[src/rtl/core/lcdws_pkg.sv]
// Shared types and constants for the character LCD write sequencer.
// Used by lcdws_step and char_lcd_parallel_write_sequencer_unit.
package lcdws_pkg;

	localparam int unsigned ROWS    = 4;
	localparam int unsigned COLUMNS = 20;

	localparam int unsigned WAIT_W = 13;
	localparam int unsigned STEP_W = 4;
	localparam int unsigned INDEX_W = 3;
	localparam int unsigned DATA_W = 13;

	localparam logic [2:0] OP_TICK    = 3'd0;
	localparam logic [2:0] OP_COMMAND = 3'd1;
	localparam logic [2:0] OP_CHAR    = 3'd2;
	localparam logic [2:0] OP_CURSOR  = 3'd3;
	localparam logic [2:0] OP_INIT    = 3'd4;

	localparam logic [INDEX_W-1:0] REG_ENABLE_PULSE    = 3'd0;
	localparam logic [INDEX_W-1:0] REG_SETTLE          = 3'd1;
	localparam logic [INDEX_W-1:0] REG_CLEAR_WAIT      = 3'd2;
	localparam logic [INDEX_W-1:0] REG_FUNCTION_SET    = 3'd3;
	localparam logic [INDEX_W-1:0] REG_DISPLAY_CONTROL = 3'd4;

	localparam logic [STEP_W-1:0] STEP_IDLE          = 4'd0;
	localparam logic [STEP_W-1:0] STEP_POWER         = 4'd1;
	localparam logic [STEP_W-1:0] STEP_INIT_FIRST    = 4'd2;
	localparam logic [STEP_W-1:0] STEP_INIT_LAST     = 4'd13;
	localparam logic [STEP_W-1:0] STEP_SINGLE_PULSE  = 4'd14;
	localparam logic [STEP_W-1:0] STEP_SINGLE_SETTLE = 4'd15;

	localparam logic [7:0] CMD_WAKE  = 8'h30;
	localparam logic [7:0] CMD_CLEAR = 8'h01;

	localparam logic [WAIT_W-1:0] CURSOR_EXTRA = 13'd100;
	localparam logic [WAIT_W-1:0] WAKE_EXTRA_FIRST = 13'd4500;
	localparam logic [WAIT_W-1:0] WAKE_EXTRA_NEXT  = 13'd150;

	localparam logic [7:0]        RST_ENABLE_PULSE    = 8'd1;
	localparam logic [9:0]        RST_SETTLE          = 10'd50;
	localparam logic [WAIT_W-1:0] RST_CLEAR_WAIT      = 13'd2000;
	localparam logic [7:0]        RST_FUNCTION_SET    = 8'h38;
	localparam logic [7:0]        RST_DISPLAY_CONTROL = 8'h0E;

	typedef struct packed {
		logic [2:0] operation;
		logic [7:0] value_byte;
		logic [2:0] row;
		logic [4:0] column;
	} lcdws_item_t;

	typedef struct packed {
		logic [7:0]        enable_pulse_us;
		logic [9:0]        settle_us;
		logic [WAIT_W-1:0] clear_wait_us;
		logic [7:0]        function_set_word;
		logic [7:0]        display_control_word;
	} lcdws_cfg_t;

	typedef struct packed {
		logic [STEP_W-1:0] step;
		logic [WAIT_W-1:0] wait_count;
		logic [WAIT_W-1:0] extra_wait;
		logic [7:0]        held_byte;
		logic              select_level;
		logic              enable_level;
	} lcdws_state_t;

	typedef struct packed {
		logic [7:0] bus_byte;
		logic       register_select;
		logic       read_write;
		logic       enable;
		logic       busy_res;
		logic       rejected;
	} lcdws_result_t;

	function automatic logic [7:0] row_base(input logic [1:0] r);
		logic [7:0] b;
		begin
			unique case (r)
				2'd0: b = 8'h80;
				2'd1: b = 8'hC0;
				2'd2: b = 8'h94;
				default: b = 8'hD4;
			endcase
			return b;
		end
	endfunction

endpackage

[src/rtl/core/lcdws_step.sv]
// Next-state and result logic for one transaction of the LCD write sequencer.
// Depends on lcdws_pkg.
module lcdws_step
	import lcdws_pkg::*;
(
	input  lcdws_state_t  state,
	input  lcdws_item_t   item,
	input  lcdws_cfg_t    cfg,
	output lcdws_state_t  state_next,
	output lcdws_result_t result
);

	function automatic lcdws_state_t start_write(
		input lcdws_state_t      cur,
		input logic [7:0]        b,
		input logic              rs,
		input logic [WAIT_W-1:0] extra,
		input logic [STEP_W-1:0] step,
		input logic [7:0]        pulse
	);
		lcdws_state_t s;
		begin
			s = cur;
			s.held_byte    = b;
			s.select_level = rs;
			s.enable_level = 1'b1;
			s.wait_count   = {{(WAIT_W-8){1'b0}}, pulse};
			s.extra_wait   = extra;
			s.step         = step;
			return s;
		end
	endfunction

	logic [2:0]        init_k;
	logic [7:0]        init_byte;
	logic [WAIT_W-1:0] init_extra;
	logic [WAIT_W-1:0] wait_dec;
	logic [WAIT_W-1:0] extra_dec;
	logic              cursor_ok;
	logic [7:0]        cursor_addr;
	logic              idle;
	logic              rej;

	always_comb begin
		if (state.step == STEP_POWER) begin
			init_k = 3'd0;
		end else begin
			init_k = state.step[3:1];
		end
		unique case (init_k)
			3'd0: begin
				init_byte  = CMD_WAKE;
				init_extra = WAKE_EXTRA_FIRST;
			end
			3'd1, 3'd2: begin
				init_byte  = CMD_WAKE;
				init_extra = WAKE_EXTRA_NEXT;
			end
			3'd3: begin
				init_byte  = cfg.function_set_word;
				init_extra = '0;
			end
			3'd4: begin
				init_byte  = cfg.display_control_word;
				init_extra = '0;
			end
			default: begin
				init_byte  = CMD_CLEAR;
				init_extra = cfg.clear_wait_us;
			end
		endcase
	end

	always_comb begin
		wait_dec  = (state.wait_count != '0) ? state.wait_count - 13'd1 : state.wait_count;
		extra_dec = (state.wait_count == '0 && state.extra_wait != '0) ?
			state.extra_wait - 13'd1 : state.extra_wait;
		cursor_ok = (state.step == STEP_IDLE) && (item.row >= 3'd1)
			&& ({29'd0, item.row} <= ROWS) && (item.column >= 5'd1)
			&& ({27'd0, item.column} <= COLUMNS);
		cursor_addr = row_base(2'(item.row - 3'd1)) + {3'd0, item.column} - 8'd1;
		idle = (state.step == STEP_IDLE);
		rej = 1'b0;
		state_next = state;
		unique case (item.operation)
			OP_TICK: begin
				priority if (state.step == STEP_IDLE) begin
					state_next = state;
				end else if (state.step == STEP_POWER) begin
					state_next.wait_count = wait_dec;
					if (wait_dec == '0) begin
						state_next = start_write(state, init_byte, 1'b0, init_extra,
							STEP_INIT_FIRST, cfg.enable_pulse_us);
					end
				end else if (!state.step[0]) begin
					state_next.wait_count = wait_dec;
					if (wait_dec == '0) begin
						state_next.enable_level = 1'b0;
						state_next.wait_count   = {3'd0, cfg.settle_us};
						state_next.step         = state.step + 4'd1;
					end
				end else begin
					state_next.wait_count = wait_dec;
					state_next.extra_wait = extra_dec;
					if (wait_dec == '0 && extra_dec == '0) begin
						if (state.step == STEP_SINGLE_SETTLE || state.step == STEP_INIT_LAST) begin
							state_next.step = STEP_IDLE;
						end else begin
							state_next = start_write(state, init_byte, 1'b0, init_extra,
								state.step + 4'd1, cfg.enable_pulse_us);
						end
					end
				end
			end
			OP_COMMAND, OP_CHAR: begin
				if (!idle) begin
					rej = 1'b1;
				end else begin
					state_next = start_write(state, item.value_byte,
						item.operation == OP_CHAR, '0, STEP_SINGLE_PULSE,
						cfg.enable_pulse_us);
				end
			end
			OP_CURSOR: begin
				if (!cursor_ok) begin
					rej = 1'b1;
				end else begin
					state_next = start_write(state, cursor_addr, 1'b0, CURSOR_EXTRA,
						STEP_SINGLE_PULSE, cfg.enable_pulse_us);
				end
			end
			OP_INIT: begin
				if (!idle) begin
					rej = 1'b1;
				end else begin
					state_next.enable_level = 1'b0;
					state_next.wait_count   = cfg.clear_wait_us;
					state_next.extra_wait   = '0;
					state_next.step         = STEP_POWER;
				end
			end
			default: begin
				rej = 1'b1;
			end
		endcase
		result.bus_byte        = state_next.held_byte;
		result.register_select = state_next.select_level;
		result.read_write      = 1'b0;
		result.enable          = state_next.enable_level;
		result.busy_res        = (state_next.step != STEP_IDLE);
		result.rejected        = rej;
	end

endmodule

[src/rtl/core/char_lcd_parallel_write_sequencer_unit.sv]
// Top level of the character LCD write sequencer: input register, sequencer
// state, configuration registers and result register. Depends on lcdws_pkg, lcdws_step.
//
// Usage:
//   Request channel (request_valid / request_stall) carries one transaction:
//   operation, value_byte, row, column. Operation 0 is a one-microsecond tick;
//   1..4 start a command, character, cursor or init sequence when idle.
//   Result channel (result_valid / result_stall) returns exactly one result per
//   transaction: the LCD pin levels after it was applied, busy_res and rejected.
//   Order: a transaction once accepted is captured in the input register;
//   it is applied to the sequencer state and written to the result register
//   together when it advances, and is shown on the result register from then on.
//   Throughput: one transaction per cycle while the receiver does not stall.
//   Receiver stall: the result register holds; the input register still fills,
//   then request_stall rises until the result is taken.
//   Reset: sequencer idle, configuration at defaults, both channels empty; result register not reset.
//   Configuration: write_enable, register_index, write_data; write only while idle.
module char_lcd_parallel_write_sequencer_unit
	import lcdws_pkg::*;
(
	input  logic               clk,
	input  logic               arst_n,
	input  logic               write_enable,
	input  logic [INDEX_W-1:0] register_index,
	input  logic [DATA_W-1:0]  write_data,
	input  logic               request_valid,
	output logic               request_stall,
	input  logic [2:0]         operation,
	input  logic [7:0]         value_byte,
	input  logic [2:0]         row,
	input  logic [4:0]         column,
	output logic               result_valid,
	input  logic               result_stall,
	output logic [7:0]         bus_byte,
	output logic               register_select,
	output logic               read_write,
	output logic               enable,
	output logic               busy_res,
	output logic               rejected
);

	lcdws_item_t   item_s1;
	logic          valid_s1;
	lcdws_state_t  state_q;
	lcdws_state_t  state_next;
	lcdws_cfg_t    cfg_q;
	lcdws_result_t result_s2;
	lcdws_result_t result_next;
	logic          valid_s2;
	logic          advance;
	logic          accept;

	assign advance       = valid_s1 && (!valid_s2 || !result_stall);
	assign request_stall = valid_s1 && !advance;
	assign accept        = request_valid && !request_stall;

	lcdws_step u_step (
		.state      (state_q),
		.item       (item_s1),
		.cfg        (cfg_q),
		.state_next (state_next),
		.result     (result_next)
	);

	always_ff @(posedge clk or negedge arst_n) begin
		if (!arst_n) begin
			valid_s1 <= 1'b0;
			valid_s2 <= 1'b0;
			state_q  <= '0;
			cfg_q.enable_pulse_us      <= RST_ENABLE_PULSE;
			cfg_q.settle_us            <= RST_SETTLE;
			cfg_q.clear_wait_us        <= RST_CLEAR_WAIT;
			cfg_q.function_set_word    <= RST_FUNCTION_SET;
			cfg_q.display_control_word <= RST_DISPLAY_CONTROL;
		end else begin
			if (accept) begin
				valid_s1 <= 1'b1;
			end else if (advance) begin
				valid_s1 <= 1'b0;
			end
			if (advance) begin
				valid_s2 <= 1'b1;
				state_q  <= state_next;
			end else if (!result_stall) begin
				valid_s2 <= 1'b0;
			end
			if (write_enable) begin
				unique case (register_index)
					REG_ENABLE_PULSE:    cfg_q.enable_pulse_us      <= write_data[7:0];
					REG_SETTLE:          cfg_q.settle_us            <= write_data[9:0];
					REG_CLEAR_WAIT:      cfg_q.clear_wait_us        <= write_data;
					REG_FUNCTION_SET:    cfg_q.function_set_word    <= write_data[7:0];
					REG_DISPLAY_CONTROL: cfg_q.display_control_word <= write_data[7:0];
					default: ;
				endcase
			end
		end
	end

	always_ff @(posedge clk) begin
		if (accept) begin
			item_s1 <= '{operation: operation, value_byte: value_byte, row: row,
				column: column};
		end
		if (advance) begin
			result_s2 <= result_next;
		end
	end

	assign result_valid    = valid_s2;
	assign bus_byte        = result_s2.bus_byte;
	assign register_select = result_s2.register_select;
	assign read_write      = result_s2.read_write;
	assign enable          = result_s2.enable;
	assign busy_res        = result_s2.busy_res;
	assign rejected        = result_s2.rejected;

endmodule
[config.mk]
export PLATFORM = sky130hd
export DESIGN_NAME = char_lcd_parallel_write_sequencer_unit
export DESIGN_NICKNAME = d
export VERILOG_FILES = /design/src/rtl/core/lcdws_pkg.sv /design/src/rtl/core/lcdws_step.sv /design/src/rtl/core/char_lcd_parallel_write_sequencer_unit.sv
export SDC_FILE = /design/constraint.sdc
export NUM_CORES = 1
export LEC_CHECK = 0
export ABC_CLOCK_PERIOD_IN_PS = 4900
export BUFFER_PORTS_ARGS = -buffer_cell sky130_fd_sc_hd__buf_2
export CORE_ASPECT_RATIO = 0.7
export CORE_MARGIN = 8
export CORE_UTILIZATION = 23
export CTS_CLUSTER_SIZE = 28
export DETAILED_ROUTE_END_ITERATION = 6
export SYNTH_ARGS = -nofsm -noshare
export SYNTH_HDL_FRONTEND = slang
export SYNTH_SLANG_ARGS = --single-unit
[constraint.sdc]
create_clock -name clk -period 4.9 [get_ports clk]
set_input_delay 0.245 -clock clk [delete_from_list [all_inputs] [get_ports clk]]
set_output_delay 0.245 -clock clk [all_outputs]
set_load 0.01 [all_outputs]
==> impl_metrics.ini <==
[pwr]
totalPowerFinal_mw = 4.565
ir_drop_uv = 252.7
p_per_area_nw_per_um2 = 496.8
p_leak_nw = 3.586

[sta]
rsz0062_at_grt = no
setup_violations = 0
skew_ns = 0.01198
hold_violations = 0
fin_crit_ns = 4.506
max_slew_margin_pct = 32.08
slew_violations = 0
finalSetupTns_ns = 0
fin_crit_sh_pct = 91.96
max_freq_mhz = 221.9
worstMarginPinSlew_ns = 1.006
finalWorstSetupSlack_ns = 0.3939

[route]
drt_pre_antenna_iters = 5
wl_per_cell_um = 19.39
routed_via_density = 5.264
dr_wl_met2_um = 10070
wl_met3_um = 2660
wl_met1_um = 12880
totalWireLength_um = 25850
dr.max_layer_used = met5
drt_iter0_drc = 750
route.detailed.drc = 0
drtAntennaViolNets = 0
vias = 7017

[global_routing]
grt_max_degree = 49
gr-usage-all-layers_pct = 12.97
antenna_found_initial = 1
grt_pass1_wl_um = 39720
grt-ovfl-total = 0
grt_pass1_vias = 6545

[finish]
n_fill_cell = 3435
drive_gt1_share_pct = 22.52
nets = 951
n_antenna_cell = 0
design_area_sq_um = 9189
area_growth_pct = 21.37

[place]
dpl.hpwl_um = 19120
pre_cts_slack_ns = 0.5404
io_buffers = 53
gp_congestion = 0.9405
place_area_sq_um = 8462

[synthesis]
netlist_area_sq_um = 7571
synth_xor_area_share_pct = 0.9255
seq_area_frac_synth_pct = 41.98
synthCells = 813
synth_mux_area_share_pct = 7.040
syn_avg_cell_area_sq_um = 9.312
syn_nets = 871
synth_top_family_by_area = compound AO/OA/AOI/OAI gates
synth_compound_area_share_pct = 21.70
ys_seq_elements = 120
synth-simple-area-share_pct = 21.12
ys_warn_count = 0
postSynth.asyncResetShare_pct = 74.17
synth_flop_cell = dfrtp_1
synth_edf_count = 31
synth-adder-area-share_pct = 3.074
yosys.cell_types.count = 85

[critical_path]
reg2reg_from = state_q[23]
crit_chain = inv_1 > ha_1 > nor4b_2 > nand3_1 > and4b_1 > nor4b_2 > nand3_1 > a31o_2 > nor3_1 > nand2_1 > o211ai_1
cp-start-kind = flip-flop
r2r-end = state_q[17]
endpoint_kind = flip-flop
worstSetupEndpoint = state_q[17]
max_stage_delay_ns = 0.68
rrSetupSlack_ns = 0.39
reg2regPathDepth = 11
slowest_stage = nor3_1
arrival_ns = 4.83
critPathLaunch = state_q[23]
criticalPathCategory = flip-flop to flip-flop
crit_required_ns = 5.22
worstPathMaxFanout = 14

[die]
die_h_um = 167.8
rows = 55
core_sq_um = 32340
start_util_pct = 23.41
boundaryPins = 55
die-area_sq_um = 39070
die_w_um = 232.9

[clock_network]
cts_tree = done
root_buffer = clkbuf_16
cts_sinks = 120
worstSkewPairLatency_ns = 0.42
cts_buffer_depth = 2
cts_inserted_buffers = 17
clk_pin_slew_ns = 0.06
cts_resized = 0
cts_hold_buf = 19
cts_max_level = 4
postCtsSetupRepairBufs = 0

[outcome]
status = finished clean

[hold_path]
min_path_type = input port to flip-flop

[flow_run]
maxCapViolCount = 0
[where the power goes]
part | internal, mW | leakage, nW | switching [mW] | total, mW
Sequential | 1.27 | 1.38 | 0.247 | 1.51
Clock | 0.704 | 0.259 | 0.464 | 1.17
Combinational | 0.718 | 1.95 | 1.17 | 1.88
Total | 2.69 | 3.59 | 1.88 | 4.57
[metal layers]
metal / GRT usage, % / vias up
li1: - / 3245
met1: 19.91 / 3449
met2: 16.69 / 300
met3: 4.752 / 21
met4: 2.714 / 2
met5: 0 / -
[sequential cells by signal (all words and copies together), names as in the netlist]
signal / count
cfg_q: 47
state_q: 40
item_s1: 19
bus_byte: 8
busy_res: 1
enable: 1
register_select: 1
rejected: 1
result_valid: 1
valid_s1: 1
[critical path, delay by kind of cell, from the launching register on]
| family | cells | cell delay (ns) |
|---|---|---|
| flip-flops | 1 | 0.44 |
| adder cells (fa/ha/maj) | 1 | 0.19 |
| AND/OR/NAND/NOR | 7 | 3.00 |
| AO/OA/AOI/OAI | 2 | 0.65 |
| buffers and inverters | 1 | 0.12 |
[synthesized netlist by cell type (5+ instances only)]
library cell,n,area share (%)
mux2i_1,6,0.79
nand4_1,5,0.41
a22o_1,8,0.93
a22oi_1,14,1.4
nand3_1,29,1.9
nor4_1,25,2.1
or3_1,11,0.91
a31o_2,5,0.58
a21oi_1,42,2.8
dfrtp_1,73,24
inv_1,37,1.8
o21ai_0,59,3.9
edfxtp_1,31,12
ha_1,17,2.8
o22ai_1,5,0.41
a211oi_1,8,0.79
mux2_2,42,6.2
xnor2_1,6,0.69
nor2_1,61,3.0
o31a_1,6,0.69
and2_1,5,0.41
a221oi_1,5,0.58
o31ai_1,8,0.79
nand2_1,74,3.7
or2_2,6,0.50
or4_1,10,0.99
nor2b_1,5,0.41
nor3_1,30,2.0
a21o_1,5,0.50
a31oi_1,10,0.83
o21a_1,8,0.79
dfstp_2,16,5.6
clkbuf_1,33,1.6
o211ai_1,12,1.2
[worst min path at each step]
| stage | start | to | slack [ns] | depth (start not counted) |
|---|---|---|---|---|
| finish | value_byte[5] | item_s1[13] | 0.02 | 1 |
| global route | value_byte[5] | item_s1[13] | 0.002 | 1 |
| CTS | value_byte[5] | item_s1[13] | 0.005 | 1 |
| detailed placement | arst_n | cfg_q[10] | 0.31 | 1 |
| global placement | arst_n | cfg_q[10] | 0.31 | 1 |
| floorplan | arst_n | cfg_q[0] | -0.05 | 0 |
[metrics by stage]
step	utilization (%)	instances	hold slack [ns]
floorplan	-	813	-0.05059
global placement	26.16	1282	0.3146
detailed placement	26.16	1282	0.3132
CTS	28.41	1333	0.005100
global route	28.41	1333	0.002268
finish	28.41	1333	0.01858
[logic make-up after synthesis]
group,after synthesis
AOI/OAI and AO/OA,241
xor gates and xnor gates,8
adders and majority gates,18
buffers and inverters,79
DFF,120
muxes,48
other,1
and+or+nand+nor,298
[cell usage in the layout (no fill, tap or decap), types with 12 or more instances in the layout]
| cell | count |
|---|---|
| nand3_1 | 29 |
| ha_1 | 17 |
| mux2_2 | 42 |
| dfstp_2 | 16 |
| dlygate4sd3_1 | 19 |
| nor4_1 | 25 |
| inv_1 | 37 |
| nor3_1 | 30 |
| dfrtp_1 | 73 |
| o21ai_0 | 59 |
| clkbuf_16 | 17 |
| buf_4 | 30 |
| o211ai_1 | 12 |
| nand2_1 | 74 |
| a22oi_1 | 14 |
| a21oi_1 | 41 |
| buf_2 | 52 |
| edfxtp_1 | 31 |
| nor2_1 | 61 |
[final cells by class]
cell class / count / area [sq um] / area share [%]
tap: 427 / 534.3 / 5.814
clock buffer: 22 / 454.2 / 4.943
inverter: 39 / 146.4 / 1.593
sequential: 120 / 3178 / 34.59
timing repair buffer: 101 / 675.6 / 7.353
multi-input combinational: 614 / 4118 / 44.81
clock inverter: 10 / 82.58 / 0.8987
Note: power is estimated with default switching activity, not from simulation.
